<file path="src/hw/rtl/tdr_pkg.sv">
package tdr_pkg;

	// transfer geometry
	localparam int unsigned BLOCK_BYTES   = 512;
	localparam int unsigned MAX_MSG_BYTES = 2048;
	localparam int unsigned HDR_BYTES     = 4;
	// byte position saturates at MAX_MSG_BYTES, so it must hold that value
	localparam int POS_W = $clog2(MAX_MSG_BYTES + 1);

	// result sequence of one item: slot 0 is the data write, 1..ACK_LEN the ack bytes
	localparam int ACK_LEN = 46;
	localparam int SEL_W   = $clog2(ACK_LEN + 1);
	localparam logic [SEL_W-1:0] SEL_DATA  = '0;
	localparam logic [SEL_W-1:0] SEL_FIRST = SEL_W'(1);
	localparam logic [SEL_W-1:0] SEL_LAST  = SEL_W'(ACK_LEN);

	// protocol constants
	localparam logic [15:0] OP_DATA        = 16'd3;
	localparam logic [15:0] OP_ACK         = 16'h0004;
	localparam logic [15:0] ETHERTYPE_IPV4 = 16'h0800;
	localparam logic [15:0] IP_VER_TOS     = 16'h4500;
	localparam logic [15:0] IP_TOTAL_LEN   = 16'd32;
	localparam logic [15:0] IP_ID          = 16'h0000;
	localparam logic [15:0] IP_FLAGS       = 16'h4000;
	localparam logic [7:0]  IP_TTL         = 8'hff;
	localparam logic [7:0]  IP_PROTO_UDP   = 8'd17;
	localparam logic [15:0] UDP_LEN        = 16'd12;
	localparam logic [15:0] UDP_CKSUM      = 16'h0000;

	// register port
	localparam int APB_DW     = 64;
	localparam int APB_AW     = 6;
	localparam int REG_LSB    = 3;
	localparam int REG_IDX_W  = APB_AW - REG_LSB;
	localparam logic [31:0] LOAD_BASE_RST   = 32'h3000_4000;
	localparam logic [15:0] SOURCE_PORT_RST = 16'd48915;

	typedef enum logic [REG_IDX_W-1:0] {
		REG_LOCAL_MAC   = 3'd0,
		REG_SERVER_MAC  = 3'd1,
		REG_LOCAL_IP    = 3'd2,
		REG_SERVER_IP   = 3'd3,
		REG_LOAD_BASE   = 3'd4,
		REG_SOURCE_PORT = 3'd5
	} reg_idx_t;

	typedef struct packed {
		logic [47:0] local_mac;
		logic [47:0] server_mac;
		logic [31:0] local_ip;
		logic [31:0] server_ip;
		logic [31:0] load_base;
		logic [15:0] source_port;
		logic [15:0] ip_cksum;
	} cfg_t;

	// results caused by one accepted item
	typedef struct packed {
		logic        has_data;
		logic        has_ack;
		logic [31:0] addr;
		logic [7:0]  data;
		logic [15:0] block;
		logic [15:0] port;
		logic        done;
		logic [31:0] count;
	} job_t;

	// IPv4 header checksum; only the addresses vary
	function automatic logic [15:0] ip_cksum(input logic [31:0] lip, input logic [31:0] sip);
		logic [18:0] sum;
		logic [16:0] fold;
		sum = 19'(IP_VER_TOS) + 19'(IP_TOTAL_LEN) + 19'(IP_ID) + 19'(IP_FLAGS)
			+ 19'({IP_TTL, IP_PROTO_UDP})
			+ 19'(lip[31:16]) + 19'(lip[15:0]) + 19'(sip[31:16]) + 19'(sip[15:0]);
		fold = 17'(sum[15:0]) + 17'(sum[18:16]);
		return ~(fold[15:0] + 16'(fold[16]));
	endfunction

endpackage

</file>
<file path="src/hw/rtl/tdr_if.sv">
// received message bytes
interface tdr_msg_if;
	logic        valid;
	logic        ready;
	logic        req_type;
	logic [7:0]  msg_byte;
	logic        last_byte;
	logic [15:0] peer_port;

	modport source (output valid, req_type, msg_byte, last_byte, peer_port, input ready);
	modport sink   (input valid, req_type, msg_byte, last_byte, peer_port, output ready);
endinterface

// memory writes and ack frame bytes
interface tdr_res_if;
	logic        valid;
	logic        ready;
	logic        out_kind;
	logic [31:0] write_addr;
	logic [7:0]  out_byte;
	logic        frame_last;
	logic        transfer_done;
	logic [31:0] loaded_bytes;

	modport source (output valid, out_kind, write_addr, out_byte, frame_last,
		transfer_done, loaded_bytes, input ready);
	modport sink   (input valid, out_kind, write_addr, out_byte, frame_last,
		transfer_done, loaded_bytes, output ready);
endinterface

</file>
<file path="src/hw/rtl/tdr_cfg_regs.sv">
module tdr_cfg_regs (
	input  logic                       clk,
	input  logic                       arst_n,
	input  logic                       psel,
	input  logic                       penable,
	input  logic                       pwrite,
	input  logic [tdr_pkg::APB_AW-1:0] paddr,
	input  logic [tdr_pkg::APB_DW-1:0] pwdata,
	output logic [tdr_pkg::APB_DW-1:0] prdata,
	output logic                       pready,
	output tdr_pkg::cfg_t              cfg
);
	import tdr_pkg::*;

	logic [47:0] local_mac_q;
	logic [47:0] server_mac_q;
	logic [31:0] local_ip_q;
	logic [31:0] server_ip_q;
	logic [31:0] load_base_q;
	logic [15:0] source_port_q;
	logic [15:0] ip_cksum_q;
	logic        wr;
	reg_idx_t    idx;

	assign pready = 1'b1;
	assign wr     = psel && penable && pwrite;
	assign idx    = reg_idx_t'(paddr[APB_AW-1:REG_LSB]);

	// register writes
	always_ff @(posedge clk or negedge arst_n) begin
		if (!arst_n) begin
			local_mac_q   <= '0;
			server_mac_q  <= '0;
			local_ip_q    <= '0;
			server_ip_q   <= '0;
			load_base_q   <= LOAD_BASE_RST;
			source_port_q <= SOURCE_PORT_RST;
		end else if (wr) begin
			case (idx)
				REG_LOCAL_MAC:   local_mac_q   <= pwdata[47:0];
				REG_SERVER_MAC:  server_mac_q  <= pwdata[47:0];
				REG_LOCAL_IP:    local_ip_q    <= pwdata[31:0];
				REG_SERVER_IP:   server_ip_q   <= pwdata[31:0];
				REG_LOAD_BASE:   load_base_q   <= pwdata[31:0];
				REG_SOURCE_PORT: source_port_q <= pwdata[15:0];
				default: ;
			endcase
		end
	end

	// checksum is registered from the addresses, following them in the next cycle; frames are emitted much later
	always_ff @(posedge clk) begin
		ip_cksum_q <= ip_cksum(local_ip_q, server_ip_q);
	end

	// readback
	always_comb begin
		prdata = '0;
		case (idx)
			REG_LOCAL_MAC:   prdata = APB_DW'(local_mac_q);
			REG_SERVER_MAC:  prdata = APB_DW'(server_mac_q);
			REG_LOCAL_IP:    prdata = APB_DW'(local_ip_q);
			REG_SERVER_IP:   prdata = APB_DW'(server_ip_q);
			REG_LOAD_BASE:   prdata = APB_DW'(load_base_q);
			REG_SOURCE_PORT: prdata = APB_DW'(source_port_q);
			default:         prdata = '0;
		endcase
	end

	assign cfg = '{
		local_mac:   local_mac_q,
		server_mac:  server_mac_q,
		local_ip:    local_ip_q,
		server_ip:   server_ip_q,
		load_base:   load_base_q,
		source_port: source_port_q,
		ip_cksum:    ip_cksum_q
	};
endmodule

</file>
<file path="src/hw/rtl/tdr_rx_parser.sv">
module tdr_rx_parser (
	input  logic          clk,
	input  logic          arst_n,
	tdr_msg_if.sink       msg,
	input  tdr_pkg::cfg_t cfg,
	output tdr_pkg::job_t job_s1,
	output logic          job_valid_s1,
	input  logic          job_pop
);
	import tdr_pkg::*;

	localparam logic [POS_W-1:0] POS_OPC_HI = POS_W'(0);
	localparam logic [POS_W-1:0] POS_OPC_LO = POS_W'(1);
	localparam logic [POS_W-1:0] POS_BLK_HI = POS_W'(2);
	localparam logic [POS_W-1:0] POS_BLK_LO = POS_W'(3);
	localparam logic [POS_W-1:0] POS_HDR    = POS_W'(HDR_BYTES);
	localparam logic [POS_W-1:0] POS_MAX    = POS_W'(MAX_MSG_BYTES);
	localparam logic [31:0]      BLK_STEP   = 32'(BLOCK_BYTES);

	// transfer state
	logic [15:0]      eb_q, eb_n;
	logic [31:0]      blk_off_q, blk_off_n;   // (expected block - 1) * block size
	logic [31:0]      cnt_q, cnt_n;
	logic             done_q, done_n;
	logic [POS_W-1:0] pos_q, pos_n, rcv;
	logic [15:0]      opc_q, opc_n;
	logic [15:0]      blk_q, blk_n;
	logic             acc_q, acc_n;
	logic             take;
	logic             produce;
	job_t             job_n;

	assign msg.ready = !job_valid_s1 || job_pop;
	assign take      = msg.valid && msg.ready;
	assign produce   = job_n.has_data || job_n.has_ack;

	// next state and results of the item at the port
	always_comb begin
		eb_n      = eb_q;
		blk_off_n = blk_off_q;
		cnt_n     = cnt_q;
		done_n    = done_q;
		pos_n     = pos_q;
		opc_n     = opc_q;
		blk_n     = blk_q;
		acc_n     = acc_q;
		rcv       = pos_q;
		job_n     = '0;
		if (msg.req_type) begin
			eb_n      = 16'd1;
			blk_off_n = '0;
			cnt_n     = '0;
			done_n    = 1'b0;
			pos_n     = '0;
			opc_n     = '0;
			blk_n     = '0;
			acc_n     = 1'b0;
		end else begin
			if (pos_q < POS_MAX) begin
				case (pos_q)
					POS_OPC_HI: opc_n = {msg.msg_byte, 8'h00};
					POS_OPC_LO: opc_n = {opc_q[15:8], msg.msg_byte};
					POS_BLK_HI: blk_n = {msg.msg_byte, 8'h00};
					POS_BLK_LO: begin
						blk_n = {blk_q[15:8], msg.msg_byte};
						acc_n = (opc_q == OP_DATA) && (blk_n == eb_q);
					end
					default: begin
						if (acc_q) begin
							job_n.has_data = 1'b1;
							job_n.addr = cfg.load_base + blk_off_q + 32'(pos_q - POS_HDR);
							cnt_n = cnt_q + 32'd1;
						end
					end
				endcase
				pos_n = pos_q + POS_W'(1);
			end
			rcv = pos_n;
			// end of message: ack an accepted packet, then rearm
			if (msg.last_byte) begin
				if (rcv >= POS_HDR && acc_n) begin
					job_n.has_ack = 1'b1;
					eb_n = eb_q + 16'd1;
					blk_off_n = (eb_n == 16'd0) ? (32'd0 - BLK_STEP) : (blk_off_q + BLK_STEP);
					if (32'(rcv - POS_HDR) < BLK_STEP) begin
						done_n = 1'b1;
					end
				end
				pos_n = '0;
				acc_n = 1'b0;
			end
		end
		job_n.data  = msg.msg_byte;
		job_n.block = blk_n;
		job_n.port  = msg.peer_port;
		job_n.done  = done_n;
		job_n.count = cnt_n;
	end

	// state registers
	always_ff @(posedge clk or negedge arst_n) begin
		if (!arst_n) begin
			eb_q      <= 16'd1;
			blk_off_q <= '0;
			cnt_q     <= '0;
			done_q    <= 1'b0;
			pos_q     <= '0;
			opc_q     <= '0;
			blk_q     <= '0;
			acc_q     <= 1'b0;
		end else if (take) begin
			eb_q      <= eb_n;
			blk_off_q <= blk_off_n;
			cnt_q     <= cnt_n;
			done_q    <= done_n;
			pos_q     <= pos_n;
			opc_q     <= opc_n;
			blk_q     <= blk_n;
			acc_q     <= acc_n;
		end
	end

	// result register for one item
	always_ff @(posedge clk or negedge arst_n) begin
		if (!arst_n) begin
			job_valid_s1 <= 1'b0;
		end else if (take && produce) begin
			job_valid_s1 <= 1'b1;
		end else if (job_pop) begin
			job_valid_s1 <= 1'b0;
		end
	end

	always_ff @(posedge clk) begin
		if (take && produce) begin
			job_s1 <= job_n;
		end
	end
endmodule

</file>
<file path="src/hw/rtl/tdr_ack_emitter.sv">
module tdr_ack_emitter (
	input  logic          clk,
	input  logic          arst_n,
	input  tdr_pkg::cfg_t cfg,
	input  tdr_pkg::job_t job_s1,
	input  logic          job_valid_s1,
	output logic          job_pop,
	tdr_res_if.source     res
);
	import tdr_pkg::*;

	logic                          mid_q;    // part of the current job already sent
	logic [SEL_W-1:0]              cur_q;
	logic [SEL_W-1:0]              sel;
	logic [SEL_W-1:0]              first_sel;
	logic [SEL_W-1:0]              last_sel;
	logic                          load;
	logic [ACK_LEN-1:0][7:0]       frame;
	logic [7:0]                    byte_n;

	logic        res_valid_q;
	logic        out_kind_q;
	logic [31:0] write_addr_q;
	logic [7:0]  out_byte_q;
	logic        frame_last_q;
	logic        done_q;
	logic [31:0] loaded_q;

	assign first_sel = job_s1.has_data ? SEL_DATA : SEL_FIRST;
	assign last_sel  = job_s1.has_ack ? SEL_LAST : SEL_DATA;
	assign sel       = mid_q ? cur_q : first_sel;
	assign load      = job_valid_s1 && (!res_valid_q || res.ready);
	assign job_pop   = load && (sel == last_sel);

	// ack frame, first byte in the top slot
	assign frame = {cfg.server_mac, cfg.local_mac, ETHERTYPE_IPV4,
		IP_VER_TOS, IP_TOTAL_LEN, IP_ID, IP_FLAGS, IP_TTL, IP_PROTO_UDP, cfg.ip_cksum,
		cfg.local_ip, cfg.server_ip, cfg.source_port, job_s1.port,
		UDP_LEN, UDP_CKSUM, OP_ACK, job_s1.block};

	assign byte_n = (sel == SEL_DATA) ? job_s1.data : frame[SEL_LAST - sel];

	// walk through the results of the held job
	always_ff @(posedge clk or negedge arst_n) begin
		if (!arst_n) begin
			mid_q <= 1'b0;
			cur_q <= '0;
		end else if (job_pop) begin
			mid_q <= 1'b0;
		end else if (load) begin
			mid_q <= 1'b1;
			cur_q <= sel + SEL_W'(1);
		end
	end

	// output register
	always_ff @(posedge clk or negedge arst_n) begin
		if (!arst_n) begin
			res_valid_q <= 1'b0;
		end else if (load) begin
			res_valid_q <= 1'b1;
		end else if (res.ready) begin
			res_valid_q <= 1'b0;
		end
	end

	always_ff @(posedge clk) begin
		if (load) begin
			out_kind_q   <= (sel != SEL_DATA);
			write_addr_q <= (sel == SEL_DATA) ? job_s1.addr : 32'd0;
			out_byte_q   <= byte_n;
			frame_last_q <= (sel == SEL_LAST);
			done_q       <= job_s1.done;
			loaded_q     <= job_s1.count;
		end
	end

	assign res.valid         = res_valid_q;
	assign res.out_kind      = out_kind_q;
	assign res.write_addr    = write_addr_q;
	assign res.out_byte      = out_byte_q;
	assign res.frame_last    = frame_last_q;
	assign res.transfer_done = done_q;
	assign res.loaded_bytes  = loaded_q;
endmodule

</file>
<file path="src/hw/rtl/tftp_data_receiver_ack_builder_unit.sv">
// TFTP data receiver with ACK builder. Feed every byte of a received TFTP message on msg,
// opcode first, last_byte on the final one; a req_type item starts a new transfer at block 1.
// Each data byte of an in-sequence DATA packet comes out on res as one memory write, and the
// final byte of such a packet is followed by the 46 bytes of an Ethernet/IPv4/UDP ACK frame.
// A byte passes through the result register and then the output register before its
// result is on res; msg accepts one byte per cycle as long as res takes its results. The
// single output register hands out one result per cycle while res takes them, so the last
// byte of a packet yields 46 or 47 results in turn, and msg is held off until the last of
// them is loaded. Registers (64-bit APB, byte address 8*index): local MAC, server MAC, local
// IP, server IP, load base, source port; write them only while no message is in flight.
module tftp_data_receiver_ack_builder_unit (
	input  logic                       clk,
	input  logic                       arst_n,
	tdr_msg_if.sink                    msg,
	tdr_res_if.source                  res,
	input  logic                       psel,
	input  logic                       penable,
	input  logic                       pwrite,
	input  logic [tdr_pkg::APB_AW-1:0] paddr,
	input  logic [tdr_pkg::APB_DW-1:0] pwdata,
	output logic [tdr_pkg::APB_DW-1:0] prdata,
	output logic                       pready
);
	import tdr_pkg::*;

	cfg_t cfg;
	job_t job_s1;
	logic job_valid_s1;
	logic job_pop;

	tdr_cfg_regs u_cfg (
		.clk     (clk),
		.arst_n  (arst_n),
		.psel    (psel),
		.penable (penable),
		.pwrite  (pwrite),
		.paddr   (paddr),
		.pwdata  (pwdata),
		.prdata  (prdata),
		.pready  (pready),
		.cfg     (cfg)
	);

	tdr_rx_parser u_parser (
		.clk          (clk),
		.arst_n       (arst_n),
		.msg          (msg),
		.cfg          (cfg),
		.job_s1       (job_s1),
		.job_valid_s1 (job_valid_s1),
		.job_pop      (job_pop)
	);

	tdr_ack_emitter u_emitter (
		.clk          (clk),
		.arst_n       (arst_n),
		.cfg          (cfg),
		.job_s1       (job_s1),
		.job_valid_s1 (job_valid_s1),
		.job_pop      (job_pop),
		.res          (res)
	);
endmodule

</file>
<file path="src/flat_wrapper.sv">
// flat-port wrapper written by rule: the top's interface ports become plain ports
module tftp_data_receiver_ack_builder_unit_flat import tdr_pkg::*;
  (clk, arst_n, psel, penable, pwrite, paddr, pwdata, prdata, pready, msg_valid, msg_req_type, msg_msg_byte, msg_last_byte, msg_peer_port, msg_ready, res_valid, res_out_kind, res_write_addr, res_out_byte, res_frame_last, res_transfer_done, res_loaded_bytes, res_ready);
  tdr_msg_if msg_i ();
  tdr_res_if res_i ();
  input  logic clk;
  input  logic arst_n;
  input  logic psel;
  input  logic penable;
  input  logic pwrite;
  input  logic [tdr_pkg::APB_AW-1:0] paddr;
  input  logic [tdr_pkg::APB_DW-1:0] pwdata;
  output logic [tdr_pkg::APB_DW-1:0] prdata;
  output logic pready;
  input wire logic [$bits(msg_i.valid)-1:0] msg_valid;
  input wire logic [$bits(msg_i.req_type)-1:0] msg_req_type;
  input wire logic [$bits(msg_i.msg_byte)-1:0] msg_msg_byte;
  input wire logic [$bits(msg_i.last_byte)-1:0] msg_last_byte;
  input wire logic [$bits(msg_i.peer_port)-1:0] msg_peer_port;
  output wire logic [$bits(msg_i.ready)-1:0] msg_ready;
  output wire logic [$bits(res_i.valid)-1:0] res_valid;
  output wire logic [$bits(res_i.out_kind)-1:0] res_out_kind;
  output wire logic [$bits(res_i.write_addr)-1:0] res_write_addr;
  output wire logic [$bits(res_i.out_byte)-1:0] res_out_byte;
  output wire logic [$bits(res_i.frame_last)-1:0] res_frame_last;
  output wire logic [$bits(res_i.transfer_done)-1:0] res_transfer_done;
  output wire logic [$bits(res_i.loaded_bytes)-1:0] res_loaded_bytes;
  input wire logic [$bits(res_i.ready)-1:0] res_ready;
  assign msg_i.valid = msg_valid;
  assign msg_i.req_type = msg_req_type;
  assign msg_i.msg_byte = msg_msg_byte;
  assign msg_i.last_byte = msg_last_byte;
  assign msg_i.peer_port = msg_peer_port;
  assign msg_ready = msg_i.ready;
  assign res_valid = res_i.valid;
  assign res_out_kind = res_i.out_kind;
  assign res_write_addr = res_i.write_addr;
  assign res_out_byte = res_i.out_byte;
  assign res_frame_last = res_i.frame_last;
  assign res_transfer_done = res_i.transfer_done;
  assign res_loaded_bytes = res_i.loaded_bytes;
  assign res_i.ready = res_ready;
  tftp_data_receiver_ack_builder_unit u_core (.clk(clk), .arst_n(arst_n), .msg(msg_i), .res(res_i), .psel(psel), .penable(penable), .pwrite(pwrite), .paddr(paddr), .pwdata(pwdata), .prdata(prdata), .pready(pready));
endmodule
</file>
<file path="config.mk">
export PLATFORM = sky130hd
export DESIGN_NAME = tftp_data_receiver_ack_builder_unit_flat
export DESIGN_NICKNAME = d
export VERILOG_FILES = /design/src/hw/rtl/tdr_pkg.sv /design/src/hw/rtl/tdr_if.sv /design/src/hw/rtl/tdr_cfg_regs.sv /design/src/hw/rtl/tdr_rx_parser.sv /design/src/hw/rtl/tdr_ack_emitter.sv /design/src/hw/rtl/tftp_data_receiver_ack_builder_unit.sv /design/src/flat_wrapper.sv
export SDC_FILE = /design/constraint.sdc
export NUM_CORES = 1
export LEC_CHECK = 0
export ABC_AREA = 0
export ABC_CLOCK_PERIOD_IN_PS = 21600
export BUFFER_PORTS_ARGS = -buffer_cell sky130_fd_sc_hd__buf_4
export CAP_MARGIN = 20
export CORE_ASPECT_RATIO = 1.1
export CORE_UTILIZATION = 40
export CTS_CLUSTER_DIAMETER = 120
export CTS_CLUSTER_SIZE = 40
export DETAILED_ROUTE_END_ITERATION = 8
export SETUP_SLACK_MARGIN = 0.3
export SLEW_MARGIN = 20
export SYNTH_ARGS = -nofsm -noshare
export SYNTH_HDL_FRONTEND = slang
export SYNTH_HIERARCHICAL = 1
export SYNTH_SLANG_ARGS = --single-unit
export TNS_END_PERCENT = 1
</file>
<file path="constraint.sdc">
create_clock -name clk -period 21.6 [get_ports clk]
set_input_delay 4.32 -clock clk [delete_from_list [all_inputs] [get_ports clk]]
set_output_delay 4.32 -clock clk [all_outputs]
set_load 0.1 [all_outputs]
</file>
== Word-level counts from Yosys, hierarchy flattened ==
Cells that the tools add are included.
Storage, ports and cells
  output and inout port bits: 142
  flip-flop bits (word level): 541
  bits of input ports: 103
  word-level logic and storage cells: 161
Operators by class
  add/sub/neg operators: 16
  muxes and demuxes: 52
  reductions and logical operators: 38
  $lt $le $gt $ge: 4
  eq/ne operators: 13
  bitwise operators: 4
Operators with widths (count)
  $mux 32: 11
  $pmux 48 s6: 1
  $mux 16: 7
  $add 32x32->32: 2
  $pmux 16 s2: 2
  $bmux 8 s6: 1
  $mux 12: 4
  $add 19x16->19: 2
  $mux 34: 1
  $add 32x1->32 const B: 1
  $add 32x10->32 const B: 1
  $lt 32x10->1 const B: 1
  $sub 12x3->13 const B: 2
  $eq 12x2->1 const B: 2
  $mux 1: 21
  $add 18x16->19: 1
  $add 17x16->18 const A: 1
  $add 16x3->17: 1
  $add 16x1->16: 1
  $add 16x1->16 const B: 1
  $eq 16x16->1: 1
  $eq 16x2->1 const B: 1
  $logic_not 16->1: 1
  $mux 8: 2
  other kinds (30): 58

== Depth between registers and ports, before layout ==
Gate-level depths: netlist of the first run.
  depth after elaboration: 12
  gate-level depth with buffers: 36

== Modules after synthesis ==
Netlist of the first run, hierarchy kept.
By module, submodules not included
  tdr_rx_parser: instances 1, area an instance 13015.0 µm², cells each 1333
  tdr_cfg_regs: instances 1, area an instance 12269.3 µm², cells each 1069
  tdr_ack_emitter: instances 1, area an instance 5801.8 µm², cells each 556

== Worst setup path after synthesis of the first run ==
No wires, ideal clock.
  path kind: input to register
  start point: input port res_ready
  end point: register, netlist name u_core/u_parser/job_s1[0]
  slack: 5.218 ns
  stages on the path: 10
  arrival time: 15.661 ns
  setup time: 0.721 ns
  path through: nand2b_1 > nand2_1 > inv_1 > and3_1 > nand2b_1 > nand2_1 > clkbuf_1 > clkbuf_1 > clkbuf_1 > o21ai_0
Between the ends
  word-level cells in the longest chain between the ends: 6
Ends and longest elaborated chain
  from (decl): line flat_wrapper.sv:28  | input wire logic [$bits(res_i.ready)-1:0] res_ready;
  $logic_or 1x1->1: line tdr_ack_emitter.sv:32  | assign load = job_valid_s1 && (!res_valid_q || res.ready);
  $logic_and 1x1->1: line tdr_ack_emitter.sv:32
  net u_core.u_emitter.load: line tdr_ack_emitter.sv:17  | logic load;
  $logic_and 1x1->1: line tdr_ack_emitter.sv:33  | assign job_pop = load && (sel == last_sel);
  net u_core.job_pop: line tftp_data_receiver_ack_builder_unit.sv:29  | logic job_pop;
  $logic_or 1x1->1: line tdr_rx_parser.sv:33  | assign msg.ready = !job_valid_s1 || job_pop;
  net msg_ready: line flat_wrapper.sv:20  | output wire logic [$bits(msg_i.ready)-1:0] msg_ready;
  $logic_and 1x1->1: line tdr_rx_parser.sv:34  | assign take = msg.valid && msg.ready;
  $logic_and 1x1->1: line tdr_rx_parser.sv:135  | if (take && produce) begin
The timed path passes the listed nets, and every way through them passes these cells.
A chain may end at the register's enable or synchronous reset.

== Final worst setup path of the first run ==
  start point: input port paddr[4] (netlist bit)
  end point: output port prdata[31] (netlist bit)
Between the ends
  word-level cells in the longest chain between the ends: 2
  elaborated cells between the ends (all ways): 7
  those cells by class: eq/ne: 5; mux: 1; reduce/logical: 1
Ends and longest elaborated chain
  from (decl): line flat_wrapper.sv:11  | input logic [tdr_pkg::APB_AW-1:0] paddr;
  $eq 3x3->1, or another cell as far along: line tdr_cfg_regs.sv:59  | case (idx)
  $pmux 48 s6 *: line tdr_cfg_regs.sv:59
  to (decl): line flat_wrapper.sv:13  | output logic [tdr_pkg::APB_DW-1:0] prdata;
Every way passes the cells marked *; elsewhere a longest branch is shown, timed or not.

==> impl_metrics.json, run 1 <==
{
  "setup_viol": 0,
  "worst_ep_arrival_time_ns": 6.75,
  "syn_inst": 2958,
  "cts.repair.resized": 0,
  "leakage_nw": 13.90,
  "post_drt_via_cell_ratio": 5.898,
  "grt_pass1_vias": 23290,
  "synth_cell_types": 120,
  "hpwl_um": 78510,
  "cts_max_level": 1,
  "synth-seq-cells": 532,
  "min_path_type": "reg2reg",
  "hold_viol_final": 0,
  "ctsHoldBuffers": 0,
  "synthArstFlopShare": 0.6278,
  "setup_ws_ns": 10.53,
  "grt_pass1_wl_um": 153400,
  "diodes": 0,
  "syn_area_per_cell_um2": 10.51,
  "firstDrtPassIters": 5,
  "clock_latency_ns": 0.62,
  "io_pins": 245,
  "cts_buffers": 19,
  "status": "complete, no violations",
  "cp-end-kind": "output pin",
  "grt_setup_unrepaired": "false",
  "fin_crit_ns": 11.07,
  "gp_congestion": 1.012,
  "yosysWarnings": 6,
  "cts_tree": "built",
  "p_per_area_nw_per_um2": 113.4,
  "synth_edf_count": 182,
  "cts.path.max_buffers": 3,
  "fmax_ghz": 0.09032,
  "rr_worst_depth": 34,
  "wl_per_cell_um": 25.45,
  "drc": 0,
  "synth_top_area_cell": "dfrtp_1",
  "ys_top_cells_by_area": "dfrtp_1 26%, edfxtp_1 18%, mux2_2 6.6%, ha_1 3.7%, nand2_1 3.6%",
  "syn_to_final_growth_pct": 9.555,
  "worstSetupPathType": "in2out",
  "track_usage": 0.2607,
  "finClkSkew_ns": 0.05863,
  "crit_path_max_fanout": 44,
  "critPathLaunchType": "primary input",
  "rows": 106,
  "period_share": 0.5126,
  "drv_slew": 0,
  "drt-total-wl_um": 103800,
  "io_buffers": 208,
  "yosysTopAreaCellShare": 0.2576,
  "vdd_ir_drop_max_mv": 0.1199,
  "drive_gt1_frac": 0.1906,
  "yosysSeqAreaShare": 0.4555,
  "cts_num_sinks": 532,
  "antenna_found_initial": 2,
  "grt_overflow": 0,
  "tightest_slew_ns": 1.088,
  "die_y_um": 294.4,
  "place_ws_ns": 10.26,
  "dieArea_um2": 78840,
  "initial_core_util": 0.4062,
  "p_total_mw": 3.862,
  "nFillCells": 7241,
  "finalNetCount": 3291,
  "relSlewSlack": 0.2745,
  "cts_setup_buffers": 0,
  "initialDrtViolationCount": 2391,
  "tns_ns": 0,
  "path_clk_slew_ns": 0.14,
  "dieWidth_um": 267.8,
  "core_um2": 76530,
  "synthFlopType": "dfrtp_1",
  "cts.root.buffer_cell": "clkbuf_16",
  "synth_area_um2": 31090,
  "hold_depth": 0,
  "drtAntennaViolNets": 0,
  "worstPathRequired_ns": 17.28,
  "cap_violations": 0,
  "vias": 24062,
  "grt_start_max_net_pins": 92
}
==> sequential cells by signal, summed over array words and instances, names as in the netlist, 16 cells and up <==
signal                             cells
u_core/u_parser/blk_off_q             23
u_core/u_cfg/server_ip_q              32
u_core/u_parser/job_s1               107
u_core/u_cfg/load_base_q              32
u_core/u_cfg/ip_cksum_q               16
u_core/u_parser/blk_q                 16
u_core/u_cfg/source_port_q            16
u_core/u_cfg/server_mac_q             48
u_core/u_parser/eb_q                  16
u_core/u_cfg/local_mac_q              48
u_core/u_cfg/local_ip_q               32
u_core/u_parser/cnt_q                 32
u_core/u_emitter/res.write_addr       32
u_core/u_parser/opc_q                 16
u_core/u_emitter/res.loaded_bytes     32
==> where the power goes <==
| part | total, mW | switching [mW] | internal (mW) |
|---|---|---|---|
| registers | 1.32 | 0.155 | 1.17 |
| clock network | 0.532 | 0.342 | 0.190 |
| logic | 2.01 | 1.23 | 0.780 |
==> synthesized netlist by cell type (19+ instances only) <==
library cell	number
a211oi_1	23
a21o_1	20
a21oi_1	119
a22o_1	34
a22oi_1	61
a31oi_1	21
and3_1	58
buf_2	31
buf_4	27
clkbuf_1	118
dfrtp_1	320
edfxtp_1	182
fa_1	55
ha_1	92
inv_1	156
mux2_2	183
mux2i_1	57
mux4_2	34
nand2_1	300
nand2b_1	26
nand3_1	60
nand4_1	23
nor2_1	195
nor3_1	63
o21ai_0	195
o22ai_1	25
o31ai_1	19
or3_1	21
xnor2_1	58
xor2_1	55
==> kinds of logic (layout without fill, tap and decap cells) <==
family          Yosys count  after routing  synth area share
flops                   532            532            0.4555
compound gates          682            682            0.1463
simple gates            845            845            0.1304
buf+inv                 356            437           0.05019
other cells               2             17         0.0002416
mux                     279            279            0.1117
fa+ha+maj               147            147           0.07245
xor+xnor                115            115           0.03325
==> placed cells by master (no fill, tap or decap), types with 13 or more instances in the layout <==
cell and n:
fa_1 55, a211oi_1 23, nand4_1 23, xor2_1 55, dfrtp_1 317, o21a_1 16
and3_1 58, nor2b_1 17, nand2b_1 26, a22oi_1 61, nand2_1 299, a31oi_1 21
buf_4 243, a22o_1 34, nor3_1 58, xnor2_1 58, and2_1 13, a21oi_1 119
o211ai_1 18, nor4_1 14, inv_1 155, a21o_1 20, nand3_1 60, or3_1 21
conb_1 17, mux2_2 183, o21ai_0 194, nor2_1 192, o31ai_1 19, o22ai_1 25
clkbuf_16 19, mux2i_1 57, dfxtp_1 16, ha_1 92, mux4_2 34, edfxtp_1 182
dfstp_2 14
==> metal layers <==
metal	global-route usage	wire, um
met5	0	0
met4	0.1161	5281
met3	0.03125	6844
met2	0.4133	47570
met1	0.3575	44140
==> critical path, stage by stage <==
cell and delay, ns:
buf_4 0.30, inv_1 0.26, nand2_1 0.38, nor2_2 0.68
nand2_1 0.11, o21ai_0 0.27, buf_4 0.41
==> cell type report <==
| class | count | area [um2] | area share |
|---|---|---|---|
| Multi-Input combinational cell | 2085 | 15510 | 0.4555 |
| Sequential cell | 532 | 14170 | 0.4160 |
| Timing Repair Buffer | 245 | 1851 | 0.05434 |
| Tap cell | 1026 | 1284 | 0.03769 |
| Inverter | 158 | 594.3 | 0.01745 |
| Clock buffer | 26 | 501.7 | 0.01473 |
| Clock inverter | 8 | 147.6 | 0.004335 |
==> path summary, 6_finish.rpt <==
kind	endpoint	startpoint	slack, ns
max	prdata[31]	paddr[4]	10.53
min in group asynchronous	u_core/u_parser/pos_q[8]$_DFFE_PN0P_	arst_n	3.71
min reg2reg	u_core/u_emitter/res.loaded_bytes[4]$_DFFE_PP_	u_core/u_parser/job_s1[4]$_DFFE_PP_	0.44
max in group asynchronous	u_core/u_cfg/local_ip_q[25]$_DFFE_PN0P_	arst_n	15.79
max reg2reg	u_core/u_cfg/ip_cksum_q[15]$_DFF_P_	u_core/u_cfg/server_ip_q[3]$_DFFE_PN0P_	13.45
min	u_core/u_emitter/res.loaded_bytes[4]$_DFFE_PP_	u_core/u_parser/job_s1[4]$_DFFE_PP_	0.44
==> through the flow <==
step | hold slack [ns] | util | instances | instance area, um2
2_1_floorplan | 0.4003 | - | 2973 | 31140
3_3_place_gp | 0.4044 | 0.4363 | 4046 | 33390
3_5_place_dp | 0.4056 | 0.4364 | 4046 | 33400
4_1_cts | 0.4396 | 0.4449 | 4080 | 34050
5_1_grt | 0.4441 | 0.4450 | 4080 | 34060
6_report | 0.4402 | 0.4450 | 4080 | 34060
No activity file was read; power rests on OpenSTA's default activity.
==> inputs of run 2 (changes only) <==
Settings changed: ABC_CLOCK_PERIOD_IN_PS 21600 to 9000.
Clock period 21.6 ns to 9 ns, I/O delays scaled along.
==> impl_metrics.json, run 2 (synthesis results as in run 1) <==
{
  "cts_setup_buffers": 0,
  "track_usage": 0.2642,
  "finClkSkew_ns": 0.03653,
  "p_per_area_nw_per_um2": 268.8,
  "path_clk_slew_ns": 0.16,
  "grt_start_max_net_pins": 145,
  "largest-register": "u_core/u_parser/job_s1",
  "grt_overflow": 0,
  "min_path_type": "reg2reg",
  "antenna_found_initial": 3,
  "worst_ep_arrival_time_ns": 8.57,
  "syn_to_final_growth_pct": 9.471,
  "setup_viol": 0,
  "wl_per_cell_um": 25.82,
  "critPathLaunchType": "flip-flop",
  "drc": 0,
  "firstDrtPassIters": 8,
  "whs_ns": 0.4313,
  "cts_buffers": 18,
  "dieWidth_um": 267.8,
  "cts_tree": "built",
  "core_um2": 76530,
  "status": "complete, no violations",
  "tightest_slew_ns": 1.115,
  "hpwl_um": 78510,
  "initialDrtViolationCount": 2470,
  "fin_crit_ns": 8.030,
  "worstPathRequired_ns": 9.54,
  "drtAntennaViolNets": 0,
  "ctsHoldBuffers": 0,
  "finalNetCount": 3292,
  "dieArea_um2": 78840,
  "io_buffers": 208,
  "hold_viol_final": 0,
  "cts.root.buffer_cell": "clkbuf_16",
  "reg_top3": "u_core/u_parser/job_s1 x107, u_core/u_cfg/local_mac_q x48, u_core/u_cfg/server_mac_q x48",
  "largest_reg_flops": 107,
  "mostFrequentLayoutCells": "318 x dfrtp_1, 299 x nand2_1, 244 x buf_4",
  "grt_pass1_wl_um": 155400,
  "tns_ns": 0,
  "relSlewSlack": 0.2541,
  "leakage_nw": 13.90,
  "period_share": 0.8922,
  "grt_setup_unrepaired": "false",
  "rows": 106,
  "drv_slew": 0,
  "post_drt_via_cell_ratio": 5.941,
  "cp-end-kind": "flip-flop",
  "gp_congestion": 0.9807,
  "p_total_mw": 9.148,
  "drt-total-wl_um": 105400,
  "final_util": 0.4447,
  "vias": 24246,
  "cts.path.max_buffers": 3,
  "cts_max_level": 1,
  "critPathMaxStageDelay_ns": 0.53,
  "cpMaxStageDelayCell": "fa_1",
  "initial_core_util": 0.4062,
  "die_y_um": 294.4,
  "vdd_ir_drop_max_mv": 0.3022,
  "cap_violations": 0,
  "cts.repair.resized": 0,
  "io_pins": 245,
  "worstSetupPathType": "reg2reg",
  "clock_latency_ns": 0.62,
  "final_common_cell": "dfrtp_1",
  "crit_path_max_fanout": 6,
  "fmax_ghz": 0.1245,
  "grt_pass1_vias": 23337,
  "cts_num_sinks": 532,
  "nFillCells": 7246,
  "drive_gt1_frac": 0.1902
}
## run 2: cell type report
| type | count | area [um2] | area share |
|---|---|---|---|
| repair buffers | 247 | 1894 | 0.05567 |
| flip-flops and latches | 532 | 14170 | 0.4163 |
| inverters | 158 | 594.3 | 0.01746 |
| well taps | 1026 | 1284 | 0.03772 |
| clock buffers | 25 | 498.0 | 0.01463 |
| diodes | 1 | 2.502 | 0.00007353 |
| multi-input cells | 2085 | 15510 | 0.4558 |
| clock inverters | 7 | 80.08 | 0.002353 |
## run 2: final timing paths
path,startpoint,to,slack (ns),depth (start not counted)
worst max-delay path,u_core/u_cfg/server_ip_q[3]$_DFFE_PN0P_,u_core/u_cfg/ip_cksum_q[15]$_DFF_P_,0.97,34
worst min-delay path,u_core/u_parser/job_s1[9]$_DFFE_PP_,u_core/u_emitter/res.loaded_bytes[9]$_DFFE_PP_,0.43,0
worst max register to register,u_core/u_cfg/server_ip_q[3]$_DFFE_PN0P_,u_core/u_cfg/ip_cksum_q[15]$_DFF_P_,0.97,34
worst min register to register,u_core/u_parser/job_s1[9]$_DFFE_PP_,u_core/u_emitter/res.loaded_bytes[9]$_DFFE_PP_,0.43,0
max in group asynchronous,arst_n,u_core/u_cfg/server_mac_q[6]$_DFFE_PN0P_,6.44,2
min in group asynchronous,arst_n,u_core/u_parser/cnt_q[27]$_DFFE_PN0P_,1.15,1
## run 2: metrics by stage
stage               area, um2  cells  setup slack, ns
finish                  34030   4081           0.9705
global placement        33410   4047           0.9857
CTS                     33990   4079           0.6860
global route            34030   4081           0.4358
floorplan               31150   2973            1.146
detailed placement      33410   4047           0.7598
## run 2: power breakdown
group	leakage (nW)	internal, mW	switching [mW]	total (mW)
combinational	7.58	1.88	2.94	4.82
clock	0.280	0.414	0.802	1.22
sequential	6.04	2.80	0.318	3.12
total	13.9	5.09	4.06	9.15
## run 2: worst max-delay path: cells and delay by family (launching register included)
kind                       cells  cell delay, ns
AOI/OAI and AO/OA             10            1.90
xor gates and xnor gates       2            0.35
adders and majority gates      7            2.60
buffers and inverters          4            0.28
DFF                            1            0.39
and+or+nand+nor               11            2.40
## run 2: per-layer routing
| metal | GRT usage | routed length (um) | vias up |
|---|---|---|---|
| met5 | 0 | 0 | - |
| met4 | 0.1245 | 5464 | 0 |
| met3 | 0.03476 | 7232 | 163 |
| met2 | 0.4074 | 47550 | 1060 |
| met1 | 0.3675 | 45120 | 12227 |
| li1 | - | - | 10796 |
